===== config.mk =====
export PLATFORM = sky130hd
export DESIGN_NAME = usb_midi_event_packetizer
export DESIGN_NICKNAME = d
export VERILOG_FILES = /design/src/hdl/usbmidi_pkg.sv /design/src/hdl/usbmidi_front.sv /design/src/hdl/usbmidi_queue.sv /design/src/hdl/usbmidi_back.sv /design/src/hdl/usb_midi_event_packetizer.sv
export VERILOG_INCLUDE_DIRS = /design/src /design/src/hdl
export SDC_FILE = /design/constraint.sdc
export NUM_CORES = 1
export LEC_CHECK = 0
export CORE_MARGIN = 1
export CORE_UTILIZATION = 40
export CTS_BUF_LIST = sky130_fd_sc_hd__clkbuf_4
export CTS_CLUSTER_DIAMETER = 80
export DETAILED_ROUTE_END_ITERATION = 7
export DONT_BUFFER_PORTS = 1
export PLACE_DENSITY = 0.59
export SYNTH_ARGS = -nofsm -noshare
export SYNTH_HDL_FRONTEND = slang
export SYNTH_SLANG_ARGS = --single-unit

===== constraint.sdc =====
create_clock -name clock -period 3.75 [get_ports clock]
set_clock_uncertainty 0.15 [all_clocks]
set_input_delay 0.9375 -clock clock [delete_from_list [all_inputs] [get_ports clock]]
set_output_delay 0.9375 -clock clock [all_outputs]
set_load 0.01 [all_outputs]

===== src/hdl/assert_macros.svh =====
// Assertion helpers shared by the RTL.
`ifndef ASSERT_MACROS_SVH
`define ASSERT_MACROS_SVH

// Same-cycle implication.
`define ASSERT_IMPLIES(label, clk, rst, pre, post) \
   label: assert property (@(posedge clk) disable iff (rst) (pre) |-> (post)) \
      else $error("assertion failed");

// Next-cycle implication.
`define ASSERT_NEXT(label, clk, rst, pre, post) \
   label: assert property (@(posedge clk) disable iff (rst) (pre) |=> (post)) \
      else $error("assertion failed");

`endif


===== src/hdl/usbmidi_pkg.sv =====
package usbmidi_pkg;

   // item kinds on the request channel
   localparam logic [1:0] OP_NOTE_ON  = 2'd0;
   localparam logic [1:0] OP_NOTE_OFF = 2'd1;
   localparam logic [1:0] OP_SYSEX    = 2'd2;

   // code index numbers
   localparam logic [3:0] CIN_NOTE_ON  = 4'h9;
   localparam logic [3:0] CIN_NOTE_OFF = 4'h8;
   localparam logic [3:0] CIN_SX_MORE  = 4'h4;
   localparam logic [3:0] CIN_SX_END1  = 4'h5;
   localparam logic [3:0] CIN_SX_END2  = 4'h6;
   localparam logic [3:0] CIN_SX_END3  = 4'h7;

   localparam logic [7:0] STATUS_ON  = 8'h90;
   localparam logic [7:0] STATUS_OFF = 8'h80;

   // command queue between front and back
   localparam int QUEUE_DEPTH = 2;
   localparam int QUEUE_PTR_W = (QUEUE_DEPTH > 1) ? $clog2(QUEUE_DEPTH) : 1;
   localparam int QUEUE_CNT_W = $clog2(QUEUE_DEPTH + 1);

   typedef struct packed {
      logic [1:0] op;
      logic [3:0] cable;
      logic [3:0] channel;
      logic [7:0] note;
      logic [7:0] velocity;
      logic [7:0] data_byte;
      logic       last;
   } req_type;

   typedef struct packed {
      logic [7:0] header;
      logic [7:0] byte_one;
      logic [7:0] byte_two;
      logic [7:0] byte_three;
   } rsp_type;

   typedef enum logic [1:0] {
      CMD_NOTE_ON,
      CMD_NOTE_OFF,
      CMD_SYSEX
   } cmd_kind_type;

   // classified item; byte_a is the status byte for notes, the data byte for SysEx
   typedef struct packed {
      cmd_kind_type kind;
      logic [3:0]   cable;
      logic [7:0]   byte_a;
      logic [6:0]   note;
      logic [6:0]   velocity;
      logic         last;
   } cmd_type;

   typedef struct packed {
      logic [QUEUE_CNT_W-1:0] count;
      logic                   full;
   } q_status_type;

endpackage


===== src/hdl/usbmidi_front.sv =====
module usbmidi_front (
   input  logic                 req_valid,
   output logic                 req_ready,
   input  usbmidi_pkg::req_type req_payload,
   output logic                 push_valid,
   input  logic                 push_ready,
   output usbmidi_pkg::cmd_type push_cmd
);

   logic known_op;

   // unknown op is taken and dropped here
   assign req_ready  = push_ready;
   assign push_valid = req_valid && known_op;

   always_comb begin
      known_op          = 1'b1;
      push_cmd.cable    = req_payload.cable;
      push_cmd.note     = req_payload.note[6:0];
      push_cmd.velocity = req_payload.velocity[6:0];
      push_cmd.last     = req_payload.last;
      case (req_payload.op)
         usbmidi_pkg::OP_NOTE_ON: begin
            push_cmd.kind   = usbmidi_pkg::CMD_NOTE_ON;
            push_cmd.byte_a = usbmidi_pkg::STATUS_ON | {4'h0, req_payload.channel};
         end
         usbmidi_pkg::OP_NOTE_OFF: begin
            push_cmd.kind   = usbmidi_pkg::CMD_NOTE_OFF;
            push_cmd.byte_a = usbmidi_pkg::STATUS_OFF | {4'h0, req_payload.channel};
         end
         usbmidi_pkg::OP_SYSEX: begin
            push_cmd.kind   = usbmidi_pkg::CMD_SYSEX;
            push_cmd.byte_a = req_payload.data_byte;
         end
         default: begin
            known_op        = 1'b0;
            push_cmd.kind   = usbmidi_pkg::CMD_SYSEX;
            push_cmd.byte_a = req_payload.data_byte;
         end
      endcase
   end

endmodule


===== src/hdl/usbmidi_queue.sv =====
module usbmidi_queue (
   input  logic                      clock,
   input  logic                      reset,
   input  logic                      push_valid,
   output logic                      push_ready,
   input  usbmidi_pkg::cmd_type      push_cmd,
   output logic                      pop_valid,
   input  logic                      pop_ready,
   output usbmidi_pkg::cmd_type      pop_cmd,
   output usbmidi_pkg::q_status_type status
);

   localparam logic [usbmidi_pkg::QUEUE_PTR_W-1:0] PTR_LAST =
      usbmidi_pkg::QUEUE_PTR_W'(usbmidi_pkg::QUEUE_DEPTH - 1);
   localparam logic [usbmidi_pkg::QUEUE_CNT_W-1:0] CNT_FULL =
      usbmidi_pkg::QUEUE_CNT_W'(usbmidi_pkg::QUEUE_DEPTH);

   usbmidi_pkg::cmd_type mem_ff [usbmidi_pkg::QUEUE_DEPTH];
   logic [usbmidi_pkg::QUEUE_PTR_W-1:0] wr_ptr_ff, wr_ptr_in;
   logic [usbmidi_pkg::QUEUE_PTR_W-1:0] rd_ptr_ff, rd_ptr_in;
   logic [usbmidi_pkg::QUEUE_CNT_W-1:0] count_ff, count_in;
   logic push, pop;

   assign push_ready   = (count_ff != CNT_FULL);
   assign pop_valid    = (count_ff != '0);
   assign pop_cmd      = mem_ff[rd_ptr_ff];
   assign push         = push_valid && push_ready;
   assign pop          = pop_valid && pop_ready;
   assign status.count = count_ff;
   assign status.full  = !push_ready;

   always_comb begin
      wr_ptr_in = wr_ptr_ff;
      rd_ptr_in = rd_ptr_ff;
      count_in  = count_ff;
      if (push) begin
         wr_ptr_in = (wr_ptr_ff == PTR_LAST) ? '0 : wr_ptr_ff + 1'b1;
      end
      if (pop) begin
         rd_ptr_in = (rd_ptr_ff == PTR_LAST) ? '0 : rd_ptr_ff + 1'b1;
      end
      if (push && !pop) begin
         count_in = count_ff + 1'b1;
      end else if (pop && !push) begin
         count_in = count_ff - 1'b1;
      end
   end

   always_ff @(posedge clock) begin
      if (reset) begin
         wr_ptr_ff <= '0;
         rd_ptr_ff <= '0;
         count_ff  <= '0;
      end else begin
         wr_ptr_ff <= wr_ptr_in;
         rd_ptr_ff <= rd_ptr_in;
         count_ff  <= count_in;
      end
   end

   always_ff @(posedge clock) begin
      if (push) begin
         mem_ff[wr_ptr_ff] <= push_cmd;
      end
   end

endmodule


===== src/hdl/usbmidi_back.sv =====
module usbmidi_back (
   input  logic                 clock,
   input  logic                 reset,
   input  logic                 cmd_valid,
   output logic                 cmd_ready,
   input  usbmidi_pkg::cmd_type cmd,
   output logic                 rsp_valid,
   input  logic                 rsp_ready,
   output usbmidi_pkg::rsp_type rsp_payload
);

   logic [7:0] held_ff [2];
   logic [7:0] held_in [2];
   logic [1:0] held_count_ff, held_count_in;
   logic       rsp_valid_ff, rsp_valid_in;
   usbmidi_pkg::rsp_type rsp_ff, pkt;
   logic       take, emit;

   assign cmd_ready   = !rsp_valid_ff || rsp_ready;
   assign take        = cmd_valid && cmd_ready;
   assign rsp_valid   = rsp_valid_ff;
   assign rsp_payload = rsp_ff;

   always_comb begin
      emit          = 1'b1;
      held_in       = held_ff;
      held_count_in = held_count_ff;
      pkt.header    = {cmd.cable, usbmidi_pkg::CIN_NOTE_ON};
      pkt.byte_one  = cmd.byte_a;
      pkt.byte_two  = {1'b0, cmd.note};
      pkt.byte_three = {1'b0, cmd.velocity};
      case (cmd.kind)
         usbmidi_pkg::CMD_NOTE_ON: begin
         end
         usbmidi_pkg::CMD_NOTE_OFF: begin
            pkt.header     = {cmd.cable, usbmidi_pkg::CIN_NOTE_OFF};
            pkt.byte_three = 8'h00;
         end
         usbmidi_pkg::CMD_SYSEX: begin
            if (held_count_ff == 2'd2) begin
               pkt.header = {cmd.cable, cmd.last ? usbmidi_pkg::CIN_SX_END3
                                                 : usbmidi_pkg::CIN_SX_MORE};
               pkt.byte_one   = held_ff[0];
               pkt.byte_two   = held_ff[1];
               pkt.byte_three = cmd.byte_a;
               held_count_in  = 2'd0;
            end else if (cmd.last) begin
               if (held_count_ff == 2'd1) begin
                  pkt.header   = {cmd.cable, usbmidi_pkg::CIN_SX_END2};
                  pkt.byte_one = held_ff[0];
                  pkt.byte_two = cmd.byte_a;
               end else begin
                  pkt.header   = {cmd.cable, usbmidi_pkg::CIN_SX_END1};
                  pkt.byte_one = cmd.byte_a;
                  pkt.byte_two = 8'h00;
               end
               pkt.byte_three = 8'h00;
               held_count_in  = 2'd0;
            end else begin
               // hold the byte, nothing to send yet
               emit                       = 1'b0;
               held_in[held_count_ff[0]]  = cmd.byte_a;
               held_count_in              = held_count_ff + 2'd1;
            end
         end
         default: begin
            emit = 1'b0;
         end
      endcase
   end

   always_comb begin
      rsp_valid_in = rsp_valid_ff;
      if (take && emit) begin
         rsp_valid_in = 1'b1;
      end else if (rsp_ready) begin
         rsp_valid_in = 1'b0;
      end
   end

   always_ff @(posedge clock) begin
      if (reset) begin
         rsp_valid_ff  <= 1'b0;
         held_count_ff <= 2'd0;
      end else begin
         rsp_valid_ff <= rsp_valid_in;
         if (take) begin
            held_count_ff <= held_count_in;
         end
      end
   end

   always_ff @(posedge clock) begin
      if (take) begin
         held_ff <= held_in;
      end
      if (take && emit) begin
         rsp_ff <= pkt;
      end
   end

endmodule


===== src/hdl/usb_midi_event_packetizer.sv =====
// USB-MIDI event packetizer. Each request transfer carries a note-on, a
// note-off or one SysEx byte; each response transfer is one 4-byte USB-MIDI
// event packet (header = cable:CIN, then three payload bytes, unused ones
// zero). Note items always give one packet. SysEx bytes are gathered three
// to a packet (CIN 4), and a byte flagged last closes the message with CIN
// 7, 6 or 5; the header cable is that of the closing byte. Up to two SysEx
// bytes wait inside and stay put across note items. A last byte with
// nothing held goes out alone under CIN 5. Op 3 items give no packet.
// Throughput is one request per clock, with packets leaving one per clock
// while the response side takes them; once the queue is full, req_ready
// drops. A request transfer reaches rsp_valid through the two-entry command
// queue after the decoder and then the packet builder's output register. The
// queue lets requests keep flowing for up to two more transfers while the
// response side stalls.
`include "assert_macros.svh"

module usb_midi_event_packetizer (
   input  logic                 clock,
   input  logic                 reset,
   input  logic                 req_valid,
   output logic                 req_ready,
   input  usbmidi_pkg::req_type req_payload,
   output logic                 rsp_valid,
   input  logic                 rsp_ready,
   output usbmidi_pkg::rsp_type rsp_payload
);

   logic                      push_valid, push_ready;
   logic                      pop_valid, pop_ready;
   usbmidi_pkg::cmd_type      push_cmd, pop_cmd;
   usbmidi_pkg::q_status_type q_status;

   // decode and classify; drops unknown ops
   usbmidi_front u_front (
      .req_valid   (req_valid),
      .req_ready   (req_ready),
      .req_payload (req_payload),
      .push_valid  (push_valid),
      .push_ready  (push_ready),
      .push_cmd    (push_cmd)
   );

   // decouples the decoder from the packet builder
   usbmidi_queue u_queue (
      .clock      (clock),
      .reset      (reset),
      .push_valid (push_valid),
      .push_ready (push_ready),
      .push_cmd   (push_cmd),
      .pop_valid  (pop_valid),
      .pop_ready  (pop_ready),
      .pop_cmd    (pop_cmd),
      .status     (q_status)
   );

   // SysEx gathering and packet output register
   usbmidi_back u_back (
      .clock       (clock),
      .reset       (reset),
      .cmd_valid   (pop_valid),
      .cmd_ready   (pop_ready),
      .cmd         (pop_cmd),
      .rsp_valid   (rsp_valid),
      .rsp_ready   (rsp_ready),
      .rsp_payload (rsp_payload)
   );

   // queue never over fills
   `ASSERT_IMPLIES(a_queue_bound, clock, reset, 1'b1,
      q_status.count <= usbmidi_pkg::QUEUE_CNT_W'(usbmidi_pkg::QUEUE_DEPTH))

   // a note transfer is in the queue or already at the output in the next cycle
   `ASSERT_NEXT(a_note_in_flight, clock, reset,
      req_valid && req_ready && (req_payload.op == usbmidi_pkg::OP_NOTE_ON ||
      req_payload.op == usbmidi_pkg::OP_NOTE_OFF),
      q_status.count != '0 || rsp_valid)

   // an empty queue with an idle output produces no packet next cycle
   `ASSERT_NEXT(a_no_phantom, clock, reset,
      q_status.count == '0 && !rsp_valid, !rsp_valid)

endmodule


-- Word-level counts from Yosys, hierarchy flattened
Memory sizes are Yosys's and may differ from the RTL's. A register that Yosys moved wholly into a read port is not among the register bits.
Index checks and enable logic that the tools add are counted.
- add/subtract/negate cells: 5
- multiply operators: 0
- div/mod/pow operators: 0
- order comparisons: 2
- eq/ne operators: 7
- shifts and indexed selects: 0
- mux-type cells: 28
- bitwise operators: 3
- reductions and logical operators: 20
- operator list (cell ; number):
    2-to-1 mux 28 bit ; 2
    case mux 8 bit (2 select lines) ; 2
    2-to-1 mux 18 bit ; 1
    bitwise mux 16 bit ; 1
    2-to-1 mux 16 bit ; 1
    2-to-1 mux 1 bit ; 11
    2-to-1 mux 2 bit ; 5
    demux 8 bit (select 1 bit) ; 1
    2-to-1 mux 8 bit ; 1
    case mux 4 bit (2 select lines) ; 1
    logical AND 1 bit ; 7
    equality test 2 x 1 -> 1 bit, second input constant ; 3
    equality test 2 bit, second input constant ; 3
    nonzero test 2 bit ; 3
    adder 2 x 1 -> 2 bit, second input constant ; 2
    zero test 2 bit ; 2
    case mux 2 bit (2 select lines) ; 1
    AND reduction 4 bit ; 1
    zero test 1 bit ; 3
    OR reduction 3 bit ; 1
    adder 1 bit, second input constant ; 2
    >= comparator 2 bit, second input constant ; 1
    < comparator 2 x 1 -> 1 bit, second input constant ; 1
    inequality test 2 bit, second input constant ; 1
    7 further kinds ; 8
- register bits after elaboration: 55
- latch bits: 0
- RAM bits: 58
- ROM bits: 0
- input bits: 39
- output and inout bits: 34
- word-level logic and storage cells: 78
- memories kept: 1
- memories (name ; words ; width ; rd ports ; clocked after Yosys merged registers in ; wr ports ; RTL line ; RTL):
    u_queue.mem_ff ; 2 ; 29 ; 1 ; 1 ; 1 ; usbmidi_queue.sv:18 ; usbmidi_pkg::cmd_type mem_ff [usbmidi_pkg::QUEUE_DEPTH];

-- Longest topological paths before layout
Gate-level depths: netlist of run 1.
- word-level depth: 9
- mapped depth: 9
- mapped depth without buffers: 6

-- Modules after synthesis
Synthesis of run 1 repeated with hierarchy kept, for this count alone.
- cells, all modules: 311
- area total of the unflattened synthesis: 4867.2 um^2
- modules (own cells, without submodules) (module ; times used ; cells an instance ; area an instance (um^2) ; seq. area each (um^2)):
    usbmidi_queue ; 1 ; 116 ; 2313.5 ; 1841.8
    usbmidi_back ; 1 ; 162 ; 2287.2 ; 1501.4
    usbmidi_front ; 1 ; 33 ; 266.5 ; 0.0

-- Worst setup path before layout of run 1
OpenSTA, ideal clock, no wires.
- path type: input to register
- from: input req_payload[34] (netlist name)
- to: memory u_queue.mem_ff[0][0] (netlist name), enable pin
- library setup time: 418 ps
- arrival time: 2751 ps
- required time: 3182 ps
- setup slack: 431 ps
- stages on the path: 4
- path buffers: 1
- path through: clkbuf_1 > nand2_1 > and3_1 > nor2b_1
- cells in the longest elaborated chain, start to end: 7
- elaborated cells on any way between the ends: 9
- those cells by class: eq/ne (2); mux (3); reduce/logical (4)
- ends and longest elaborated chain (element ; RTL line ; RTL):
    start: declaration ; usb_midi_event_packetizer.sv:22 ; input usbmidi_pkg::req_type req_payload,
    equality test 2 bit (tied with other cells) ; usbmidi_front.sv:22 ; case (req_payload.op)
    OR reduction 3 bit (no source line) * ; n/a ;
    2-to-1 mux 1 bit * ; usbmidi_front.sv:22 ;
    logical AND 1 bit * ; usbmidi_front.sv:14 ; assign push_valid = req_valid && known_op;
    logical AND 1 bit * ; usbmidi_queue.sv:27 ; assign push = push_valid && push_ready;
    2-to-1 mux 1 bit * ; usbmidi_queue.sv:62 ; if (push) begin
    2-to-1 mux 1 bit (implied by the code) * ; usbmidi_queue.sv:63 ; mem_ff[wr_ptr_ff] <= push_cmd;
    end: declaration ; usbmidi_queue.sv:18 ;
Mark *: on every way between the ends. The rest lies on a longest branch, timed or not.

==> key figures, run 1 <==
Hold path
  • Hold Crit Class: input port to flip-flop
  • Hold Path Depth: 1
  • Hold path endpoint: u_back.rsp_valid
  • Worst Hold Launch: reset

Finish
  • Syn-to-layout area delta: 8.983%
  • Post-Layout Cell Count: 421
  • Fin util: 45.79%
  • Finished Cell Area: around 0.0048 mm2
  • Layout cells sized above 1: approximately 17%
  • Antenna diode count: 0
  • Final net count: 320

Floorplan
  • # IOs: 73
  • Core Box Area: 0.01051 mm2
  • Starting Density: 42.02%
  • FP Rows: 37
  • Die area: 0.01146 mm2
  • Die Width: 107.1 um
  • Die Ht: 107.1 um

Synth
  • Post-synthesis cell count: 259
  • Yosys top cell by area: edfxtp_1
  • #FFs+latches synth: 114
  • Top cell type's share of synthesized area: 72.09%
  • Syn Std Cell Area: 0.004415 mm2
  • Post-synth top cells: 106 x edfxtp_1, 24 x mux2i_1, 16 x mux2_2
  • Most frequent cell after synthesis: edfxtp_1
  • Most common flop cell mapped by yosys: edfxtp_1
  • Post-synth EDFFs: 106
  • Top cells by area, synth: edfxtp_1 72%, mux2i_1 5.4%, mux2_2 4.1%, dfxtp_1 3.6%, ha_1 2.0%
  • Yosys warnings: 0
  • Async set-reset flop share out of synthesis: 0%
  • Post-synthesis sequential area ratio: around 76%
  • Mean Syn Cell Area: about 17 um2
  • Cell variety after synth: 32
  • Syn Nets: slightly above 300

Detailed routing
  • Drt pass-1 iters: 4
  • Number of remaining DRC errors: 0
  • Antenna-violating nets left: 0
  • Drt total wl: 7611 um
  • DR iter-0 viols: 85
  • Wire per inst: 18.08 um
  • Via-per-instance ratio: 5.093
  • Total number of vias: approximately 2,100

Timing
  • Worst-Margin Slew: between 0.7 and 0.8 ns
  • Hold Vio Cnt, Final: 0
  • Post-layout minimum cycle time: 2.935 ns
  • Slew headroom: 49.94%
  • Slew Limit Fails: 0
  • RSZ-0062 raised after global routing: false
  • # setup viols final: 0
  • Achievable Freq: 0.3407 GHz
  • Setup TNS: 0 ns
  • Final period util: ~80%

Clock tree
  • Sinks on Clock Net: around 110
  • Clk Latency, worst-skew pair: 0.49 ns
  • Number of post-CTS setup repair buffers: 0
  • Max Buffers Root-to-Sink: 2
  • Worst-path clk slew: around 0.09 ns
  • Clock H-tree levels: 4
  • Post_cts resized: 0
  • CTS Root Cell: clkbuf_4
  • CTS tree: built
  • Total CTS buffers: 17
  • Hold buffer count at CTS: 0

Setup path
  • Nature of the critical path startpoint: flip-flop
  • Capture point of the worst reg-to-reg path: u_back.held_ff[4]
  • Crit path capture type: flip-flop
  • FF-to-FF setup slack: approximately 0.82 ns
  • Slowest stage delay, CP: ~0.60 ns
  • Worst EP required: 3.73 ns
  • CP Class: flip-flop to flip-flop
  • CP max-delay cell: nor2_1
  • R2R depth: 5
  • Worst EP arrival: 2.91 ns
  • Worst-path cell chain: mux2i_1 -> ha_1 -> o211ai_1 -> or3_1 -> nor2_1
  • Crit path max fanout: 8

Place
  • HPWL after DPL: between 5000 and 6000 um
  • Number of port buffers: 0
  • Placed Area: 0.004597 mm2
  • RePlAce Congestion: around 0.70
  • Cell Count Post-Placement: 391

Global route
  • Grt ovf: 0
  • Initial antenna violation count: 0
  • GRT Overall Usage: between 10% and 20%
  • Vias in the first global route: approximately 2,100
  • Largest net degree at the start of global routing: 30
  • First-pass GRT wire length: about 12,000 um

Status
  • Status: complete, no violations

Power and ir drop
  • Power density cells: 687.8 mW/mm2
  • Worst VDD drop: 0.2161 mV
  • Leak: 0.001613 uW

Flow run
  • Max-Cap Viols: 0
report_power, final:
group          switching [uW]  total [uW]  internal (uW)
logic                     455         730            276
registers                 138        1850           1710
clock network             412         730            318
total                    1010        3310           2300
layout by cell type, fill, tap and decap left out, types with 2 or more instances in the layout:
cell and instances:
clkinv_2 4, o22ai_1 7, nor2_1 12, inv_1 15
o21ai_0 4, and2_1 5, dfxtp_1 7, mux2_2 16
edfxtp_1 106, or3_1 2, a21oi_1 5, nand3b_1 3
buf_4 3, mux2i_1 24, o221ai_1 7, nand2_1 9
clkinv_1 6, nand2b_1 4, o31ai_1 2, ha_1 7
xor2_1 3, clkbuf_4 19
worst max-delay path, delay by kind of cell, from the launching register on:
| kind | cells | cell delay (ns) |
|---|---|---|
| flip-flops | 1 | 0.50 |
| multiplexers | 1 | 0.32 |
| AO/OA/AOI/OAI | 1 | 0.20 |
| AND/OR/NAND/NOR | 2 | 1.00 |
| adder cells (fa/ha/maj) | 1 | 0.40 |
metal layers:
| layer | vias up | routed length [um] | track usage (%) |
|---|---|---|---|
| met5 | - | 0 | 0 |
| met4 | 0 | 126 | 8.023 |
| li1 | 1018 | - | - |
| met3 | 11 | 548 | 5.593 |
| met2 | 67 | 3536 | 21.47 |
| met1 | 1048 | 3399 | 18.48 |
worst max path at each step:
stage / slack [ns] / from / endpoint
floorplan: 0.43 / req_payload[34] / u_queue.mem_ff[0][0]
global placement: 0.87 / flip-flop / u_back.held_ff[1]
detailed placement: 0.82 / flip-flop / u_back.held_ff[6]
CTS: 0.80 / flip-flop / u_back.held_ff[4]
global route: 0.54 / flip-flop / u_back.held_ff[6]
finish: 0.82 / flip-flop / u_back.held_ff[4]
sequential cells by signal (all words and copies together), names as in the netlist, named ones only:
register	flops
u_queue.mem_ff	58
u_back.rsp_payload	32
u_back.held_ff	16
u_back.held_count_ff	2
u_queue.count_ff	2
u_back.rsp_valid	1
u_queue.rd_ptr_ff	1
u_queue.wr_ptr_ff	1
per-stage QoR:
step | hold slack [ns] | setup slack [ns] | total power (uW)
after floorplan | 0.3225 | 0.4306 | 2388
after global placement | 0.3365 | 0.8652 | 2599
after detailed placement | 0.3542 | 0.8189 | 2616
after CTS | 0.3002 | 0.7992 | 3344
after global routing | 0.3112 | 0.5394 | 3472
final | 0.3471 | 0.8152 | 3310
cell type report:
| cell class | count | area (um2) |
|---|---|---|
| fillers | 923 | 5697 |
| multi-input cells | 122 | 983.4 |
| clock buffers | 19 | 142.6 |
| clock inverters | 11 | 72.57 |
| inverters | 15 | 56.30 |
| flip-flops and latches | 114 | 3344 |
| well taps | 136 | 170.2 |
| repair buffers | 4 | 42.54 |
kinds of logic after synthesis:
family	count (synthesis)	synth area share (%)
AOI/OAI and AO/OA	31	5.101
buffers and inverters	23	2.068
adders and majority gates	7	1.983
xor gates and xnor gates	4	0.7936
muxes	41	9.861
DFF	114	75.72
and+or+nand+nor	39	4.477
No activity file was read; power rests on OpenSTA's default activity.
==> run 2: changes to the inputs <==
--- a/config.mk
+++ b/config.mk
@@ -6,13 +6,14 @@
 export SDC_FILE = /design/constraint.sdc
 export NUM_CORES = 1
 export LEC_CHECK = 0
+export ABC_AREA = 1
 export CORE_MARGIN = 1
 export CORE_UTILIZATION = 40
 export CTS_BUF_LIST = sky130_fd_sc_hd__clkbuf_4
 export CTS_CLUSTER_DIAMETER = 80
 export DETAILED_ROUTE_END_ITERATION = 7
 export DONT_BUFFER_PORTS = 1
-export PLACE_DENSITY = 0.59
+export PLACE_DENSITY = 0.61
 export SYNTH_ARGS = -nofsm -noshare
 export SYNTH_HDL_FRONTEND = slang
 export SYNTH_SLANG_ARGS = --single-unit
==> constraint.sdc (replaced) <==
create_clock -name clock -period 2.65 [get_ports clock]
set_clock_uncertainty 0.15 [all_clocks]
set_input_delay 0.6625 -clock clock [delete_from_list [all_inputs] [get_ports clock]]
set_output_delay 0.6625 -clock clock [all_outputs]
set_load 0.01 [all_outputs]
==> key figures, run 2 <==
Setup path
  • Worst EP arrival: roughly 2.4 ns
  • Crit path capture type: flip-flop
  • Capture point of the worst reg-to-reg path: u_back.rsp_payload[11]
  • Crit path max fanout: 29
  • Worst EP required: 2.69 ns
  • Nature of the critical path startpoint: flip-flop
  • FF-to-FF setup slack: 0.26 ns
  • R2R depth: 9
  • CP Class: flip-flop to flip-flop

Floorplan
  • # IOs: 73
  • FP Rows: 38
  • Core Box Area: 0.01108 mm2
  • Starting Density: 41.87%
  • Die Width: 109.7 um
  • Die area: ~0.012 mm2
  • Die Ht: 109.7 um

Finish
  • Layout cells sized above 1: 15.44%
  • Most common cell after layout, fill and taps aside: nand2_1
  • Max reg flops: a little under 60
  • Most flops, register: u_queue.mem_ff
  • Post-Layout Cell Count: 549
  • Most frequent cells in the layout: 140 x nand2_1, 106 x edfxtp_1, 19 x inv_1
  • Syn-to-layout area delta: 10.36%
  • Final net count: 441
  • Fin util: 46.21%
  • Fillers: 1,004

Detailed routing
  • Drt pass-1 iters: 4
  • Total number of vias: between 2,000 and 3,000
  • Via-per-instance ratio: between 4 and 5
  • Wire per inst: 15.49 um
  • Number of remaining DRC errors: 0
  • DR iter-0 viols: 151
  • Drt total wl: about 8500 um
  • Antenna-violating nets left: 0

Synth
  • Post-synth top cells: 140 x nand2_1, 106 x edfxtp_1, 20 x inv_1
  • Async set-reset flop share out of synthesis: 0%
  • Post-synthesis cell count: 380
  • Cell variety after synth: 30
  • Most common flop cell mapped by yosys: edfxtp_1
  • Yosys top cell by area: edfxtp_1
  • Post-synth EDFFs: approximately 110
  • Post-synthesis sequential area ratio: 72.08%
  • Syn Std Cell Area: 0.004638 mm2
  • Top cell type's share of synthesized area: around two thirds
  • Yosys warnings: 0
  • Most frequent cell after synthesis: nand2_1
  • #FFs+latches synth: between 100 and 150
  • Syn Nets: 426
  • Top cells by area, synth: edfxtp_1 69%, nand2_1 11%, dfxtp_1 3.5%, ha_1 1.9%, inv_1 1.6%
  • Mean Syn Cell Area: 12.21 um2

Hold path
  • Hold Crit Class: input port to flip-flop
  • Worst Hold Launch: reset
  • Hold path endpoint: u_back.held_count_ff[1]
  • Hold Path Depth: 1

Place
  • Number of port buffers: 0
  • HPWL after DPL: between 5000 and 6000 um
  • RePlAce Congestion: 0.8148
  • Cell Count Post-Placement: 516

Power and ir drop
  • Switch Pwr: between 1500 and 2000 uW
  • Worst VDD drop: about 0.37 mV
  • Combinational share of power: between 20% and 30%
  • Internal cell power: 3564 uW
  • Leak: 0.001960 uW
  • Sequential share of power: 50.3%
  • Sw frac: 34.26%
  • Clock share of power: approximately a quarter
  • Power density cells: 1059 mW/mm2

Timing
  • Post-layout minimum cycle time: 2.386 ns
  • RSZ-0062 raised after global routing: false
  • Worst-Margin Slew: 0.4235 ns
  • Slew Limit Fails: 0
  • Hold Vio Cnt, Final: 0
  • Slew headroom: 71.76%
  • Final period util: 90.05%
  • Setup TNS: 0 ns
  • # setup viols final: 0
  • Achievable Freq: 0.4191 GHz

Flow run
  • Max-Cap Viols: 0

Clock tree
  • Max Buffers Root-to-Sink: 2
  • Hold buffer count at CTS: 0
  • Post_cts resized: 0
  • Clk Latency, worst-skew pair: 0.50 ns
  • Clock H-tree levels: 4
  • Total CTS buffers: 17
  • CTS tree: built
  • Sinks on Clock Net: 114
  • Worst-path clk slew: roughly 0.10 ns
  • Number of post-CTS setup repair buffers: 0
  • CTS Root Cell: clkbuf_4

Global route
  • Initial antenna violation count: 1
  • Vias in the first global route: 2,755
  • First-pass GRT wire length: 13,710 um
  • GRT Overall Usage: 16.17%
  • Largest net degree at the start of global routing: 31
  • Grt ovf: 0

Status
  • Status: complete, no violations
run 2: stage by stage:
stage,total power (uW),setup slack [ns],instance area [um2],hold slack (ns)
3_3_place_gp,4120,0.2828,4818,0.3139
5_1_grt,5800,0.08910,5119,0.009329
6_report,5421,0.2637,5119,0.07499
4_1_cts,5493,0.2215,5116,0.01968
3_5_place_dp,4179,0.2292,4818,0.3234
2_1_floorplan,3755,0.0003333,4644,0.3112
run 2: area by class of cell:
cell class / instances / area (um2) / area share [%]
clock buffer: 18 / 135.1 / 2.640
inverter: 21 / 82.58 / 1.613
antenna: 1 / 2.502 / 0.04889
sequential: 114 / 3343 / 65.31
multi-input combinational: 231 / 1142 / 22.32
tap: 140 / 175.2 / 3.422
timing repair buffer: 10 / 75.07 / 1.467
clock inverter: 14 / 162.7 / 3.178
run 2: logic make-up after synthesis:
family / synth area share, %
mux: 0.9711
flops: 72.08
xor+xnor: 0.1889
simple gates: 18.72
compound gates: 2.752
fa+ha+maj: 1.888
buf+inv: 3.399
run 2: worst max-delay path by stage:
| stage | endpoint | from |
|---|---|---|
| final | u_back.rsp_payload[11] | flip-flop |
| after global routing | u_back.rsp_payload[12] | flip-flop |
| after CTS | u_back.rsp_payload[26] | flip-flop |
| after detailed placement | u_back.rsp_payload[11] | flip-flop |
| after global placement | u_back.rsp_payload[12] | flip-flop |
| after floorplan | u_queue.mem_ff[0][0] | req_payload[33] |
run 2: worst max-delay path, stage by stage, from the launching register on:
cell and delay, ns:
dfxtp_1 0.35, buf_4 0.32, o21ai_1 0.17, inv_1 0.10, ha_1 0.23, nand2_2 0.17, nand2_1 0.10, nand2_1 0.11
clkinvlp_4 0.10, buf_4 0.28
run 2: power by group through the flow:
stage	Sequential (uW)	Combinational (uW)	Clock (uW)
final	2730	1380	1320
after global routing	2780	1590	1430
after CTS	2740	1400	1350
after detailed placement	2780	1400	0
after global placement	2770	1350	0
after floorplan	2730	1020	0
run 2: layer usage:
layer | routed length (um) | global-route usage, %
met5 | 0 | 0
met4 | 161 | 7.905
met3 | 486 | 6.461
met2 | 4204 | 26.82
met1 | 3651 | 18.12
==> run 3: changes to the inputs <==
--- a/config.mk
+++ b/config.mk
@@ -13,6 +13,7 @@
 export CTS_CLUSTER_DIAMETER = 80
 export DETAILED_ROUTE_END_ITERATION = 7
 export DONT_BUFFER_PORTS = 1
+export GPL_TIMING_DRIVEN = 0
 export PLACE_DENSITY = 0.61
 export SYNTH_ARGS = -nofsm -noshare
 export SYNTH_HDL_FRONTEND = slang
==> key figures, run 3 (synthesis gave the netlist of run 2 again) <==
Finish
  • Storage cell area: 0.003344 mm2
  • Layout cells sized above 1: 16.99%
  • Most flops, register: u_queue.mem_ff
  • Syn-to-layout area delta: 12.27%
  • Final net count: between 400 and 500
  • Fillers: 993
  • Most frequent cells in the layout: 139 x nand2_1, 106 x edfxtp_1, 20 x clkbuf_4
  • Post-Layout Cell Count: 559
  • Max reg flops: 58
  • Area of the multi-input gates: 0.001192 mm2
  • Fin util: 47.01%
  • Most common cell after layout, fill and taps aside: nand2_1

Setup path
  • FF-to-FF setup slack: 0.19 ns
  • Worst-path cell chain: inv_2 -> buf_6 -> buf_6 -> or2_1 -> o21ai_2 -> ha_1 -> buf_4 -> nand2_4 -> nand2_1 -> nand2_4 -> clkinvlp_4 -> buf_4
  • Crit path capture type: flip-flop
  • CP max-delay cell: dfxtp_2
  • Capture point of the worst reg-to-reg path: u_back.rsp_payload[7]
  • CP Class: flip-flop to flip-flop
  • Worst EP arrival: 2.51 ns
  • R2R depth: 12
  • Worst EP required: 2.70 ns
  • Slowest stage delay, CP: around 0.37 ns
  • Crit path max fanout: 13
  • Nature of the critical path startpoint: flip-flop

Detailed routing
  • DR iter-0 viols: 152
  • Antenna-violating nets left: 0
  • Via-per-instance ratio: 4.871
  • Total number of vias: 2,723
  • Wire per inst: 15.39 um
  • Drt total wl: 8604 um
  • Drt pass-1 iters: 4
  • Number of remaining DRC errors: 0

Global route
  • GRT Overall Usage: 16.00%
  • Initial antenna violation count: 1
  • Grt ovf: 0
  • Largest net degree at the start of global routing: 31
  • Vias in the first global route: 2,635
  • First-pass GRT wire length: 13,570 um

Timing
  • Achievable Freq: 0.4063 GHz
  • Setup TNS: 0 ns
  • # setup viols final: 0
  • Worst-Margin Slew: 0.8624 ns
  • Slew headroom: a little over two fifths
  • Final period util: between 90 and 100%
  • Post-layout minimum cycle time: between 2 and 2.5 ns
  • Slew Limit Fails: 0
  • RSZ-0062 raised after global routing: false
  • Hold Vio Cnt, Final: 0

Power and ir drop
  • Power density cells: about 1000 mW/mm2
  • Leak: 0.001995 uW
  • Worst VDD drop: 0.3695 mV

Floorplan
  • FP Rows: 38
  • Die area: around 0.012 mm2
  • Die Ht: 109.7 um
  • Die Width: ~110 um
  • Starting Density: 41.87%
  • Core Box Area: roughly 0.011 mm2
  • # IOs: 73

Clock tree
  • Clk Latency, worst-skew pair: 0.50 ns
  • Total CTS buffers: 17
  • Max Buffers Root-to-Sink: 2
  • CTS Root Cell: clkbuf_4
  • Worst-path clk slew: 0.11 ns
  • Clock H-tree levels: 4
  • CTS tree: built
  • Hold buffer count at CTS: 0
  • Sinks on Clock Net: about 110

Flow run
  • Max-Cap Viols: 0

Place
  • RePlAce Congestion: around 0.76
  • Number of port buffers: 0
  • Cell Count Post-Placement: 520
  • HPWL after DPL: 5817 um

Status
  • Status: complete, no violations

Hold path
  • Worst Hold Launch: req_payload[21]
  • Hold Path Depth: 0
  • Hold Crit Class: input port to flip-flop
  • Hold path endpoint: u_queue.mem_ff[0][12]
## run 3: cell types whose count changed in the layout (fill, tap and decap cells not counted), moves of 3 or more
cell and change:
clkbuf_1 +5, buf_2 +3, nor2_4 +3, clkinv_1 +3
## run 3: worst max-delay path: cells and delay by family, from the launching register on
kind                       cells  cell delay (ns)
buffers and inverters          6             0.81
adders and majority gates      1             0.19
DFF                            1             0.37
and+or+nand+nor                4             0.54
AOI/OAI and AO/OA              1             0.09
## run 3: worst max path at each step
stage | startpoint | endpoint | slack, ns | depth (start not counted)
after floorplan | req_payload[33] | u_queue.mem_ff[0][0] | 0.0003 | 3
after detailed placement | flip-flop | u_back.rsp_payload[13] | -0.55 | 10
after global placement | req_payload[33] | u_queue.mem_ff[0][12] | -0.72 | 3
after global routing | flip-flop | u_back.rsp_payload[26] | 0.01 | 12
final | flip-flop | u_back.rsp_payload[7] | 0.19 | 12
after CTS | flip-flop | u_back.rsp_payload[7] | 0.0009 | 12
## run 3: through the flow
stage	setup slack (ns)	cell area (um2)	hold WS (ns)	power (uW)
finish	0.1890	5207	0.08744	5446
global placement	-0.7160	4820	0.3205	4133
detailed placement	-0.5529	4832	0.3321	4187
CTS	0.0008940	5172	0.04278	5496
global route	0.01351	5207	0.01507	5813
floorplan	0.0003333	4644	0.3112	3755
## run 3: power by group
part           leakage (uW)  internal [uW]  switching (uW)
Clock              0.000139            576             623
Sequential          0.00104           2510             217
Combinational      0.000812            463            1050
## run 3: per-layer routing
| layer | track usage, % | part of all wire [%] | vias to the layer above |
|---|---|---|---|
| li1 | - | - | 1355 |
| met1 | 18.99 | 41 | 1275 |
| met2 | 25.20 | 50 | 81 |
| met3 | 6.758 | 7.1 | 12 |
| met4 | 7.429 | 1.7 | 0 |
| met5 | 0 | 0 | - |
## run 3: what timing repair did
action	CTS	global route
setup buffers	4	1
pin swaps	0	1
cloned	1	0
setup endpoints to repair	49	54
gates resized for setup	10	5
## run 3: area by class of cell
type / instances / share of cell area (%)
Antenna cell: 1 / 0.04805
Tap cell: 140 / 3.364
Clock buffer: 20 / 2.883
Multi-Input combinational cell: 231 / 22.90
Clock inverter: 12 / 2.235
Sequential cell: 114 / 64.22
Buffer: 14 / 1.658
Timing Repair inverter: 1 / 0.1442
Inverter: 21 / 1.586
Timing Repair Buffer: 5 / 0.9611
